===== src/rtl/stamp_matched_frame_history_unit_defines.svh =====
// Assertion macros for the stamp-matched frame history unit.
// Included by files that carry concurrent checks; no other dependencies.
`ifndef STAMP_MATCHED_FRAME_HISTORY_UNIT_DEFINES_SVH
`define STAMP_MATCHED_FRAME_HISTORY_UNIT_DEFINES_SVH

// Same-cycle implication, disabled during reset
`define SMFH_ASSERT_NOW(label, clk, rst, ante, cons, msg) \
   label: assert property (@(posedge clk) disable iff (rst) (ante) |-> (cons)) \
      else $error(msg);

// Next-cycle implication, disabled during reset
`define SMFH_ASSERT_NEXT(label, clk, rst, ante, cons, msg) \
   label: assert property (@(posedge clk) disable iff (rst) (ante) |=> (cons)) \
      else $error(msg);

`endif


===== src/rtl/smfh_pkg.sv =====
// Shared types and constants for the stamp-matched frame history unit.
// No dependencies.
package smfh_pkg;

   localparam int STAMP_W = 63;
   localparam int TAG_W   = 16;
   localparam int MODE_W  = 2;
   localparam int LIMIT_W = 9;
   localparam int CSR_IDX_W = 2;

   localparam int REQ_DATA_W = 88;  // mode + stamp + tag = 81, padded to bytes
   localparam int RSP_DATA_W = 80;  // found + tag + stamp

   // register indexes
   localparam logic [CSR_IDX_W-1:0] CSR_WINDOW    = 2'd0;
   localparam logic [CSR_IDX_W-1:0] CSR_TOLERANCE = 2'd1;
   localparam logic [CSR_IDX_W-1:0] CSR_LIMIT     = 2'd2;

   // register reset values
   localparam logic [STAMP_W-1:0] WINDOW_RESET    = 63'd1000000000;
   localparam logic [STAMP_W-1:0] TOLERANCE_RESET = 63'd50000000;
   localparam logic [LIMIT_W-1:0] LIMIT_RESET     = 9'd0;

   typedef enum logic [MODE_W-1:0] {
      MODE_PUSH   = 2'd0,
      MODE_NEAR   = 2'd1,
      MODE_BEFORE = 2'd2,
      MODE_NONE   = 2'd3
   } mode_type;

   typedef enum logic [1:0] {
      ST_IDLE,
      ST_TRIM,
      ST_SCAN,
      ST_FINISH
   } state_type;

   // chain control: rotate every cell by one, and/or load one cell
   typedef struct packed {
      logic shift;
      logic load;
   } cell_ctrl_type;

endpackage


===== src/rtl/stamp_matched_frame_history_unit.sv =====
// Top level of the stamp-matched frame history unit: control, scan and ports.
// Depends on smfh_pkg, smfh_chain, smfh_cell and the assertion macro header.
//
//   channel  direction  handshake                 payload (low bit first)
//   req      in         req_tvalid/req_tready     mode, stamp_ns, frame_tag
//   rsp      out        rsp_tvalid/rsp_tready     found, match_tag, match_stamp_ns
//   csr      in         csr_we (no wait)          history window, tolerance, limit
//
// A push stores the entry, then drops aged or over-limit entries one at a time, then settles.
// A query makes the cell ring rotate one entry per cycle past the compare logic
// at cell 0, a full turn per query.
// Mode 3 is accepted and leaves the store unchanged.
// Reset is synchronous and empties the store; it needs no clearing pass.
// A waiting result sits in the output register; a query that finishes behind it
// stalls in its last cycle until the waiting result is taken.
module stamp_matched_frame_history_unit #(
   parameter int DEPTH = 16
) (
   input  logic                              clock,
   input  logic                              reset,
   input  logic                              req_tvalid,
   output logic                              req_tready,
   // [1:0] mode, [64:2] stamp_ns, [80:65] frame_tag, [87:81] zero
   input  logic [smfh_pkg::REQ_DATA_W-1:0]   req_tdata,
   output logic                              rsp_tvalid,
   input  logic                              rsp_tready,
   // [0] found, [16:1] match_tag, [79:17] match_stamp_ns
   output logic [smfh_pkg::RSP_DATA_W-1:0]   rsp_tdata,
   input  logic                              csr_we,
   input  logic [smfh_pkg::CSR_IDX_W-1:0]    csr_index,
   input  logic [smfh_pkg::STAMP_W-1:0]      csr_wdata
);
   import smfh_pkg::*;
   `include "stamp_matched_frame_history_unit_defines.svh"

   localparam int IDXW = (DEPTH > 1) ? $clog2(DEPTH) : 1;
   localparam int CNTW = $clog2(DEPTH + 1);
   localparam logic [IDXW-1:0]    LAST_IDX  = IDXW'(DEPTH - 1);
   localparam logic [CNTW-1:0]    FULL_CNT  = CNTW'(DEPTH);
   localparam logic [LIMIT_W-1:0] DEPTH_LIM = LIMIT_W'(DEPTH);

   // request fields
   mode_type           req_mode;
   logic [STAMP_W-1:0] req_stamp;
   logic [TAG_W-1:0]   req_tag;
   logic               req_accept;

   assign req_mode   = mode_type'(req_tdata[1:0]);
   assign req_stamp  = req_tdata[64:2];
   assign req_tag    = req_tdata[80:65];
   assign req_accept = req_tvalid && req_tready;

   // registers
   state_type          state_ff, state_in;
   logic [STAMP_W-1:0] window_ff, tolerance_ff;
   logic [LIMIT_W-1:0] limit_ff;
   logic [CNTW-1:0]    count_ff, count_in;
   logic [IDXW-1:0]    scan_idx_ff, scan_idx_in;
   logic [STAMP_W-1:0] q_stamp_ff;
   logic               q_near_ff;
   logic [STAMP_W-1:0] min_gap_ff, min_gap_in;
   logic [STAMP_W-1:0] pick_stamp_ff, pick_stamp_in;
   logic [TAG_W-1:0]   pick_tag_ff, pick_tag_in;
   logic               rsp_valid_ff, rsp_valid_in;
   logic               rsp_found_ff;
   logic [TAG_W-1:0]   rsp_tag_ff;
   logic [STAMP_W-1:0] rsp_stamp_ff;

   // chain
   cell_ctrl_type      chain_ctrl;
   logic [IDXW-1:0]    wr_idx;
   logic [STAMP_W-1:0] front_stamp;
   logic [TAG_W-1:0]   front_tag;

   logic               full;
   logic               drop;
   logic               too_old;
   logic [LIMIT_W-1:0] limit_eff;
   logic               rsp_load;
   logic               found;

   assign full = (count_ff == FULL_CNT);

   // effective limit: 0 or above depth means depth
   assign limit_eff = (limit_ff == '0 || limit_ff > DEPTH_LIM) ? DEPTH_LIM : limit_ff;

   // front entry ages out only when strictly older than the pushed stamp
   assign too_old = (q_stamp_ff > front_stamp) &&
                    ((q_stamp_ff - front_stamp) > window_ff);
   assign drop    = (count_ff != '0) &&
                    (too_old || (LIMIT_W'(count_ff) > limit_eff));

   assign rsp_load = (state_ff == ST_FINISH) && (!rsp_valid_ff || rsp_tready);

   // next state
   always_comb begin
      state_in = state_ff;
      unique case (state_ff)
         ST_IDLE: begin
            if (req_accept) begin
               if (req_mode == MODE_PUSH) begin
                  state_in = ST_TRIM;
               end else if (req_mode == MODE_NEAR || req_mode == MODE_BEFORE) begin
                  state_in = ST_SCAN;
               end
            end
         end
         ST_TRIM: begin
            if (!drop) begin
               state_in = ST_IDLE;
            end
         end
         ST_SCAN: begin
            if (scan_idx_ff == LAST_IDX) begin
               state_in = ST_FINISH;
            end
         end
         ST_FINISH: begin
            if (rsp_load) begin
               state_in = ST_IDLE;
            end
         end
         default: state_in = ST_IDLE;
      endcase
   end

   // control outputs: chain moves, entry count, scan index
   always_comb begin
      req_tready       = 1'b0;
      chain_ctrl.shift = 1'b0;
      chain_ctrl.load  = 1'b0;
      wr_idx           = count_ff[IDXW-1:0];
      count_in         = count_ff;
      scan_idx_in      = scan_idx_ff;
      unique case (state_ff)
         ST_IDLE: begin
            req_tready  = 1'b1;
            scan_idx_in = '0;
            if (req_accept && req_mode == MODE_PUSH) begin
               chain_ctrl.load = 1'b1;
               if (full) begin
                  // drop oldest and append in one rotation
                  chain_ctrl.shift = 1'b1;
                  wr_idx           = LAST_IDX;
               end else begin
                  count_in = count_ff + CNTW'(1);
               end
            end
         end
         ST_TRIM: begin
            if (drop) begin
               chain_ctrl.shift = 1'b1;
               count_in         = count_ff - CNTW'(1);
            end
         end
         ST_SCAN: begin
            chain_ctrl.shift = 1'b1;
            scan_idx_in      = scan_idx_ff + IDXW'(1);
         end
         ST_FINISH: begin
         end
         default: begin
         end
      endcase
   end

   // scan datapath: cell 0 holds entry scan_idx during ST_SCAN
   always_comb begin
      logic [STAMP_W-1:0] gap;
      logic               live;
      logic               take;
      gap  = (front_stamp > q_stamp_ff) ? (front_stamp - q_stamp_ff)
                                        : (q_stamp_ff - front_stamp);
      live = CNTW'(scan_idx_ff) < count_ff;
      if (q_near_ff) begin
         take = (scan_idx_ff == '0) || (gap < min_gap_ff);
      end else begin
         take = (scan_idx_ff == '0) || (front_stamp <= q_stamp_ff);
      end
      min_gap_in    = min_gap_ff;
      pick_stamp_in = pick_stamp_ff;
      pick_tag_in   = pick_tag_ff;
      if (state_ff == ST_SCAN && live && take) begin
         min_gap_in    = gap;
         pick_stamp_in = front_stamp;
         pick_tag_in   = front_tag;
      end
   end

   assign found = (count_ff != '0) && (!q_near_ff || min_gap_ff <= tolerance_ff);

   always_comb begin
      rsp_valid_in = rsp_valid_ff;
      if (rsp_load) begin
         rsp_valid_in = 1'b1;
      end else if (rsp_tready) begin
         rsp_valid_in = 1'b0;
      end
   end

   // control registers
   always_ff @(posedge clock) begin
      if (reset) begin
         state_ff     <= ST_IDLE;
         count_ff     <= '0;
         scan_idx_ff  <= '0;
         rsp_valid_ff <= 1'b0;
      end else begin
         state_ff     <= state_in;
         count_ff     <= count_in;
         scan_idx_ff  <= scan_idx_in;
         rsp_valid_ff <= rsp_valid_in;
      end
   end

   // configuration registers; unknown index is ignored
   always_ff @(posedge clock) begin
      if (reset) begin
         window_ff    <= WINDOW_RESET;
         tolerance_ff <= TOLERANCE_RESET;
         limit_ff     <= LIMIT_RESET;
      end else if (csr_we) begin
         unique case (csr_index)
            CSR_WINDOW:    window_ff    <= csr_wdata;
            CSR_TOLERANCE: tolerance_ff <= csr_wdata;
            CSR_LIMIT:     limit_ff     <= csr_wdata[LIMIT_W-1:0];
            default: begin
            end
         endcase
      end
   end

   // payload registers
   always_ff @(posedge clock) begin
      if (req_accept) begin
         q_stamp_ff <= req_stamp;
         q_near_ff  <= (req_mode == MODE_NEAR);
      end
      min_gap_ff    <= min_gap_in;
      pick_stamp_ff <= pick_stamp_in;
      pick_tag_ff   <= pick_tag_in;
      if (rsp_load) begin
         rsp_found_ff <= found;
         rsp_tag_ff   <= found ? pick_tag_ff : '0;
         rsp_stamp_ff <= found ? pick_stamp_ff : '0;
      end
   end

   smfh_chain #(
      .DEPTH (DEPTH),
      .IDXW  (IDXW)
   ) u_chain (
      .clock       (clock),
      .ctrl        (chain_ctrl),
      .wr_idx      (wr_idx),
      .wr_stamp    (req_stamp),
      .wr_tag      (req_tag),
      .front_stamp (front_stamp),
      .front_tag   (front_tag)
   );

   assign rsp_tvalid = rsp_valid_ff;
   assign rsp_tdata  = {rsp_stamp_ff, rsp_tag_ff, rsp_found_ff};

   // check terms
   logic chk_trim_end;
   logic chk_trim_fit;
   logic chk_scan_mid;
   logic chk_in_scan;
   logic chk_miss;
   logic chk_zero;

   assign chk_trim_end = (state_ff == ST_TRIM) && !drop;
   assign chk_trim_fit = LIMIT_W'(count_ff) <= limit_eff;
   assign chk_scan_mid = (state_ff == ST_SCAN) && (scan_idx_ff != LAST_IDX);
   assign chk_in_scan  = (state_ff == ST_SCAN);
   assign chk_miss     = rsp_valid_ff && !rsp_found_ff;
   assign chk_zero     = (rsp_tag_ff == '0) && (rsp_stamp_ff == '0);

   // checks
   `SMFH_ASSERT_NOW(a_count_bound, clock, reset, 1'b1, count_ff <= FULL_CNT, "count above depth")
   `SMFH_ASSERT_NOW(a_trim_done, clock, reset, chk_trim_end, chk_trim_fit, "trim over limit")
   `SMFH_ASSERT_NEXT(a_scan_turn, clock, reset, chk_scan_mid, chk_in_scan, "scan left early")
   `SMFH_ASSERT_NOW(a_miss_zero, clock, reset, chk_miss, chk_zero, "miss carries nonzero match")

endmodule


===== src/rtl/smfh_cell.sv =====
// One storage cell of the history chain: a stamp and a tag.
// Depends on smfh_pkg.
module smfh_cell (
   input  logic                           clock,
   input  smfh_pkg::cell_ctrl_type        ctrl,
   input  logic [smfh_pkg::STAMP_W-1:0]   load_stamp,
   input  logic [smfh_pkg::TAG_W-1:0]     load_tag,
   input  logic [smfh_pkg::STAMP_W-1:0]   nbr_stamp,
   input  logic [smfh_pkg::TAG_W-1:0]     nbr_tag,
   output logic [smfh_pkg::STAMP_W-1:0]   stamp,
   output logic [smfh_pkg::TAG_W-1:0]     tag
);
   import smfh_pkg::*;

   logic [STAMP_W-1:0] stamp_ff;
   logic [TAG_W-1:0]   tag_ff;

   // load wins over the neighbor handoff
   always_ff @(posedge clock) begin
      if (ctrl.load) begin
         stamp_ff <= load_stamp;
         tag_ff   <= load_tag;
      end else if (ctrl.shift) begin
         stamp_ff <= nbr_stamp;
         tag_ff   <= nbr_tag;
      end
   end

   assign stamp = stamp_ff;
   assign tag   = tag_ff;

endmodule


===== src/rtl/smfh_chain.sv =====
// Ring of history cells, oldest entry at cell 0; shift rotates toward cell 0.
// Depends on smfh_pkg and smfh_cell.
module smfh_chain #(
   parameter int DEPTH = 16,
   parameter int IDXW  = 4
) (
   input  logic                           clock,
   input  smfh_pkg::cell_ctrl_type        ctrl,
   input  logic [IDXW-1:0]                wr_idx,
   input  logic [smfh_pkg::STAMP_W-1:0]   wr_stamp,
   input  logic [smfh_pkg::TAG_W-1:0]     wr_tag,
   output logic [smfh_pkg::STAMP_W-1:0]   front_stamp,
   output logic [smfh_pkg::TAG_W-1:0]     front_tag
);
   import smfh_pkg::*;

   logic [STAMP_W-1:0] stamps [DEPTH];
   logic [TAG_W-1:0]   tags   [DEPTH];

   // one cell per entry, each fed by its upper neighbor (wrapping around)
   for (genvar i = 0; i < DEPTH; i++) begin : g_cell
      localparam int NXT = (i + 1) % DEPTH;
      cell_ctrl_type cc;

      always_comb begin
         cc.shift = ctrl.shift;
         cc.load  = ctrl.load && (wr_idx == IDXW'(i));
      end

      smfh_cell u_cell (
         .clock      (clock),
         .ctrl       (cc),
         .load_stamp (wr_stamp),
         .load_tag   (wr_tag),
         .nbr_stamp  (stamps[NXT]),
         .nbr_tag    (tags[NXT]),
         .stamp      (stamps[i]),
         .tag        (tags[i])
      );
   end

   assign front_stamp = stamps[0];
   assign front_tag   = tags[0];

endmodule

===== config.mk =====
export PLATFORM = sky130hd
export DESIGN_NAME = stamp_matched_frame_history_unit
export DESIGN_NICKNAME = d
export VERILOG_FILES = /design/src/rtl/smfh_pkg.sv /design/src/rtl/stamp_matched_frame_history_unit.sv /design/src/rtl/smfh_cell.sv /design/src/rtl/smfh_chain.sv
export VERILOG_INCLUDE_DIRS = /design/src /design/src/rtl
export SDC_FILE = /design/constraint.sdc
export NUM_CORES = 2
export LEC_CHECK = 0
export ABC_AREA = 1
export BUFFER_PORTS_ARGS = -buffer_cell sky130_fd_sc_hd__buf_4
export CAP_MARGIN = 20
export CORE_ASPECT_RATIO = 1.2
export CORE_UTILIZATION = 29
export DETAILED_ROUTE_END_ITERATION = 10
export GPL_TIMING_DRIVEN = 0
export PLACE_DENSITY = 0.48
export SETUP_SLACK_MARGIN = 0.2
export SYNTH_ARGS = -nofsm -noshare
export SYNTH_HDL_FRONTEND = slang
export SYNTH_SLANG_ARGS = --single-unit
export TNS_END_PERCENT = 5

===== constraint.sdc =====
create_clock -name clock -period 12.6 [get_ports clock]
set_input_delay 2.52 -clock clock [delete_from_list [all_inputs] [get_ports clock]]
set_output_delay 2.52 -clock clock [all_outputs]
set_load 0.05 [all_outputs]

**Word level (Yosys, flattened, before mapping)**

Cells that the tools add are included.

- Bits in registers: 1697
- Input bits: 158
- Output and inout bits: 82
- Logic and storage cells: 247

- Add/sub/neg operators: 5
- $lt $le $gt $ge: 9
- Equality and inequality tests: 32
- Multiplexer cells: 90
- Reduce and logical (&&, ||, !) cells: 64

Operators with widths:

| cell | number |
|---|---|
| $mux 63 | 33 |
| $mux 16 | 32 |
| $gt 63x63->1 | 3 |
| $le 63x63->1 | 2 |
| $sub 63x63->63 | 2 |
| $lt 63x63->1 | 1 |
| $reduce_bool 2->1 | 19 |
| $eq 4x4->1 const B | 9 |
| $logic_and 1x1->1 | 24 |
| $eq 4x3->1 const B | 4 |
| $mux 5 | 3 |
| $mux 2 | 7 |
| $mux 4 | 3 |
| $ne 2x2->1 const B | 6 |
| $pmux 5 s2 | 1 |
| $gt 5x9->1 | 1 |
| $gt 9x5->1 const B | 1 |
| $logic_not 9->1 | 1 |
| $mux 9 | 1 |
| $eq 2x2->1 const B | 4 |
| $eq 4x2->1 const B | 2 |
| $logic_not 4->1 | 2 |
| $pmux 2 s4 | 1 |
| $pmux 4 s2 | 1 |
| 18 further kinds | 37 |

**Depth between registers and ports, before layout**

- Depth in word-level cells: 10
- Gate-level depth with buffers: 32
- Depth with buffers taken out: 31

**Cells and area by module**

From an unflattened synthesis, not the netlist that was laid out.

- Cells, all modules: 9093
- Area total of the unflattened synthesis: 83438.8 sq um

By module, submodules not included:

| module | instances | cells an instance | area an instance (sq um) |
|---|---|---|---|
| smfh_cell | 16 | 335 | 3374.5 |
| stamp_matched_frame_history_unit | 1 | 3701 | 29319.4 |
| smfh_chain | 1 | 32 | 127.6 |

**Least setup slack after synthesis**

No wires, ideal clock.

- Path kind: reg2reg
- Start: register q_stamp_ff[0]
- End: register min_gap_ff[0] (enable)
- Data arrival time: 10.098 ns
- Data required time: 11.909 ns
- Path slack: 1.810 ns
- Stages on the path, launching flop included: 25
- Buffers on the path: 0
- Clock period less this slack: 10.790 ns
- Cell sequence: edfxtp_1 > inv_1 > ha_1 > inv_1 > fa_1 > inv_1 > o21ai_1 > a21oi_1 > o21ai_2 > a21boi_1 > o21ai_0 > xor2_1 > o21ai_0 > ha_1 > a21oi_1 > o21ai_0 > nand4_1 > o211ai_1 > nand2_1 > nand2_1 > a21oi_1 > nand2_1 > nand2_1 > nand2_1 > a21oi_1

- Cells in the longest elaborated chain, start to end: 6

RTL lines:

| item | line | RTL |
|---|---|---|
| start: declaration | stamp_matched_frame_history_unit.sv:59 | `logic [STAMP_W-1:0] q_stamp_ff;` |
| start signal: assignment | stamp_matched_frame_history_unit.sv:236 | `q_stamp_ff <= req_stamp;` |
| $sub 63x63->63 (tied with other cells) | stamp_matched_frame_history_unit.sv:173 | `: (q_stamp_ff - front_stamp);` |
| $mux 63 | stamp_matched_frame_history_unit.sv:172 | `gap = (front_stamp > q_stamp_ff) ? (front_stamp - q_stamp_ff)` |
| $lt 63x63->1 | stamp_matched_frame_history_unit.sv:176 | `take = (scan_idx_ff == '0) \|\| (gap < min_gap_ff);` |
| $logic_or 1x1->1 | stamp_matched_frame_history_unit.sv:176 |  |
| $mux 1 * | stamp_matched_frame_history_unit.sv:175 | `if (q_near_ff) begin` |
| $logic_and 1x1->1 * | stamp_matched_frame_history_unit.sv:183 | `if (state_ff == ST_SCAN && live && take) begin` |
| end signal: assignment | stamp_matched_frame_history_unit.sv:239 | `min_gap_ff <= min_gap_in;` |
| end: declaration | stamp_matched_frame_history_unit.sv:61 | `logic [STAMP_W-1:0] min_gap_ff, min_gap_in;` |

Mark *: on every way between the ends. The rest lies on a longest branch, timed or not.
A chain may end at the register's enable or synchronous reset.

**Final worst setup path**

- Start: register u_chain.g_cell[0].u_cell.stamp_ff[2]
- End: register u_chain.g_cell[9].u_cell.stamp_ff[25] (enable)

- Cells in the longest elaborated chain, start to end: 8

RTL lines:

| item | line | RTL |
|---|---|---|
| start: declaration | smfh_cell.sv:15 | `logic [STAMP_W-1:0] stamp_ff;` |
| start signal: assignment | smfh_cell.sv:21 | `stamp_ff <= load_stamp;` |
| start signal: assignment | smfh_cell.sv:24 | `stamp_ff <= nbr_stamp;` |
| $sub 63x63->63 | stamp_matched_frame_history_unit.sv:89 | `((q_stamp_ff - front_stamp) > window_ff);` |
| $gt 63x63->1 | stamp_matched_frame_history_unit.sv:89 |  |
| $logic_and 1x1->1 * | stamp_matched_frame_history_unit.sv:88 | `assign too_old = (q_stamp_ff > front_stamp) &&` |
| $logic_or 1x1->1 * | stamp_matched_frame_history_unit.sv:91 | `(too_old \|\| (LIMIT_W'(count_ff) > limit_eff));` |
| $logic_and 1x1->1 * | stamp_matched_frame_history_unit.sv:90 | `assign drop = (count_ff != '0) &&` |
| $mux 1 * | stamp_matched_frame_history_unit.sv:151 | `if (drop) begin` |
| $pmux 1 s3 * | stamp_matched_frame_history_unit.sv:135 | `unique case (state_ff)` |
| $reduce_bool 2->1 (no line) * | n/a |  |
| end signal: assignment | smfh_cell.sv:21 |  |
| end signal: assignment | smfh_cell.sv:24 |  |
| end: declaration | smfh_cell.sv:15 |  |

Marked as above.

==> results.cfg <==
[synth]
synth_area_per_cell_um2 = 10.16
ys_ff_latch = 1697
synth_cells = 7915
synth_top_area_share_pct = 57.87
syn_area_um2 = 80430
synthTopCellsByArea = edfxtp_1, nand2_1, o21ai_0, ha_1, dfxtp_1
yosysTopAreaCell = edfxtp_1
yosysSeqAreaShare_pct = 61.53
synthArstFlopShare_pct = 0
synth_nets = 8403
synth_edf_count = 1550
ys_types = 56
ys_warn_count = 0
synth-main-ff-cell = edfxtp_1

[sta]
finalHoldViolCount = 0
fmax_mhz = 129.9
slew_headroom_pct = 34.49
rsz0062_at_grt = false
min_period_ns = 7.697
tns_ns = 0
slew_viol_final = 0
holdWs_ns = 0.4485
worst_pin_slew_ns = 0.9827
fin_crit_sh_pct = 61.09
finalSetupViolCount = 0
skew_ns = 0.07937

[clock_tree]
ctsHoldBuffers = 0
numCtsBuffers = 189
cts.repair.resized = 0
insertion_delay_ns = 0.88
post-cts-setup-buffers = 0
clk_pin_slew_worst_paths_ns = 0.06
clk_path_buf_depth = 4
clock_sink_count = 1697
root_buffer = clkbuf_16
htree_levels = 4
tritoncts = yes

[min_path]
worstHoldPathType = register to register
hold-path-endpoint = limit_ff[5]$_SDFFE_PP0P_
holdPathStages = 2
min_from = limit_ff[5]$_SDFFE_PP0P_

[global_routing]
track_usage_pct = 19.26
antenna_found_initial = 18
grt_pass1_vias = 58568
grt_remaining_overflow = 0
grt_max_degree = 54
grt_pass1_wl_mm = 393.3

[finish]
layout_common_cells = nand2_1, edfxtp_1, o21ai_0
drive_gt1_share_pct = 10.46
area_growth_pct = 16.20
final_common_cell = nand2_1
nets = 8854

[route]
routed_wl_mm = 272.9
ant_nets = 0
avgViaCountPerCell = 4.789
remaining_drc_errors = 0
vias = 58123
drtPass1Iterations = 6
drt_iter0_markers = 4805
wl_per_cell_um = 22.49

[setup_path]
startpoint_type = register
crit_path_frequent_cell = nand2_1
crit_fanout = 49
r2r-start = u_chain.g_cell[0].u_cell.stamp[2]$_DFFE_PP_
cp_slowest_cell = edfxtp_1
crit_required_ns = 13.16
critPathKind = register to register
worstPathArrival_ns = 8.26
critPathCaptureType = register
r2r_slack_ns = 4.90
reg2regPathDepth = 28
regToRegEndpoint = u_chain.g_cell[9].u_cell.stamp[25]$_DFFE_PP_
cpPeakStageDelay_ns = 0.69

[placed_design]
io_buffers = 231
dp_hpwl_mm = 213.9
gp_congestion = 0.9476

[floorplanning]
design.portCount = 240
initial_utilization_pct = 29.18
die_w_um = 482.8
dieArea_um2 = 279500
rows = 211
core_um2 = 275600
fp.dieH_um = 578.9

[power_and_ir_drop]
power.density_nw_per_um2 = 268.8
peakVddDrop_uv = 181.2
leakage_nw = 37.53

[status]
status = complete, no violations

[job]
drv_cap = 0
-- report_power, final --
part | internal, W | switching [W] | total [W]
Clock | 0.00309 | 0.00234 | 0.00543
Combinational | 0.00289 | 0.00669 | 0.00958
Sequential | 0.00924 | 0.000866 | 0.0101
-- layout make-up --
cell class,count,area (um2)
timing repair buffer,260,2422
sequential,1697,49490
multi-input combinational,4982,25900
inverter,783,2942
buffer,453,2240
clock inverter,89,842.1
fill,28033,182200
tap,3621,4531
antenna,9,22.52
clock buffer,244,5075
-- flip-flops by register name, indices dropped and copies added, names as in the netlist, 5 cells and up --
register                     cells
u_chain.g_cell.u_cell.stamp   1008
u_chain.g_cell.u_cell.tag      256
min_gap_ff                      63
pick_stamp_ff                   63
q_stamp_ff                      63
rsp_stamp_ff                    63
tolerance_ff                    63
window_ff                       63
pick_tag_ff                     16
rsp_tag_ff                      16
limit_ff                         9
count_ff                         5
-- through the flow --
| step | cell area, um2 | total power (W) | worst slack (ns) | instances | util [%] |
|---|---|---|---|---|---|
| 3_3_place_gp | 86690 | 0.01973 | -6.379 | 11767 | 31.45 |
| 2_1_floorplan | 80430 | 0.01600 | 1.810 | 7915 | - |
| 3_5_place_dp | 87520 | 0.01980 | 4.914 | 11796 | 31.75 |
| 5_1_grt | 93440 | 0.02672 | 4.602 | 12130 | 33.90 |
| 4_1_cts | 93440 | 0.02531 | 4.881 | 12129 | 33.90 |
| 6_report | 93460 | 0.02512 | 4.903 | 12138 | 33.91 |
-- kinds of logic (layout without fill, tap and decap cells) --
kind of cell | Yosys count | in the layout | share of synthesized area (%)
simple gates | 2414 | 2414 | 11.92
compound gates | 2120 | 2120 | 13.66
flops | 1697 | 1697 | 61.53
buf+inv | 1236 | 1829 | 6.442
fa+ha+maj | 330 | 330 | 5.162
xor+xnor | 118 | 118 | 1.285
other cells | 0 | 9 | 0
-- metal layers --
metal | track usage, % | wire (um)
met1 | 22.87 | 109600
met5 | 0 | 0
met2 | 34.25 | 136600
met4 | 8.805 | 13230
met3 | 2.638 | 13550
-- worst max-delay path by stage --
stage	cells past startpoint	end	start	slack, ns
floorplan	24	min_gap_ff[0]$_DFFE_PP_	q_stamp_ff[0]$_DFFE_PP_	1.81
global placement	25	pick_tag_ff[0]$_DFFE_PP_	u_chain.g_cell[0].u_cell.stamp[1]$_DFFE_PP_	-6.38
detailed placement	28	u_chain.g_cell[9].u_cell.stamp[12]$_DFFE_PP_	u_chain.g_cell[0].u_cell.stamp[2]$_DFFE_PP_	4.91
CTS	28	u_chain.g_cell[9].u_cell.stamp[34]$_DFFE_PP_	u_chain.g_cell[0].u_cell.stamp[2]$_DFFE_PP_	4.88
global route	28	u_chain.g_cell[9].u_cell.stamp[34]$_DFFE_PP_	u_chain.g_cell[0].u_cell.stamp[2]$_DFFE_PP_	4.60
finish	28	u_chain.g_cell[9].u_cell.stamp[25]$_DFFE_PP_	u_chain.g_cell[0].u_cell.stamp[2]$_DFFE_PP_	4.90
-- worst max-delay path, delay by kind of cell, from the launching register on --
family | cells | cell delay [ns]
AO/OA/AOI/OAI | 2 | 0.76
XOR/XNOR | 1 | 0.35
adder cells (fa/ha/maj) | 2 | 0.71
buffers and inverters | 6 | 1.19
flip-flops | 1 | 0.69
AND/OR/NAND/NOR | 17 | 3.56
-- Yosys cell counts (39+ instances only) --
library cell,number
inv_1,760
nand2_1,1887
xor2_1,89
o211ai_1,39
a21oi_1,406
dfxtp_1,147
nor2_1,320
edfxtp_1,1550
o21ai_1,459
nand3_1,80
ha_1,327
buf_4,77
clkbuf_1,198
buf_2,145
o21ai_0,1114
No activity file was read; power rests on OpenSTA's default activity.
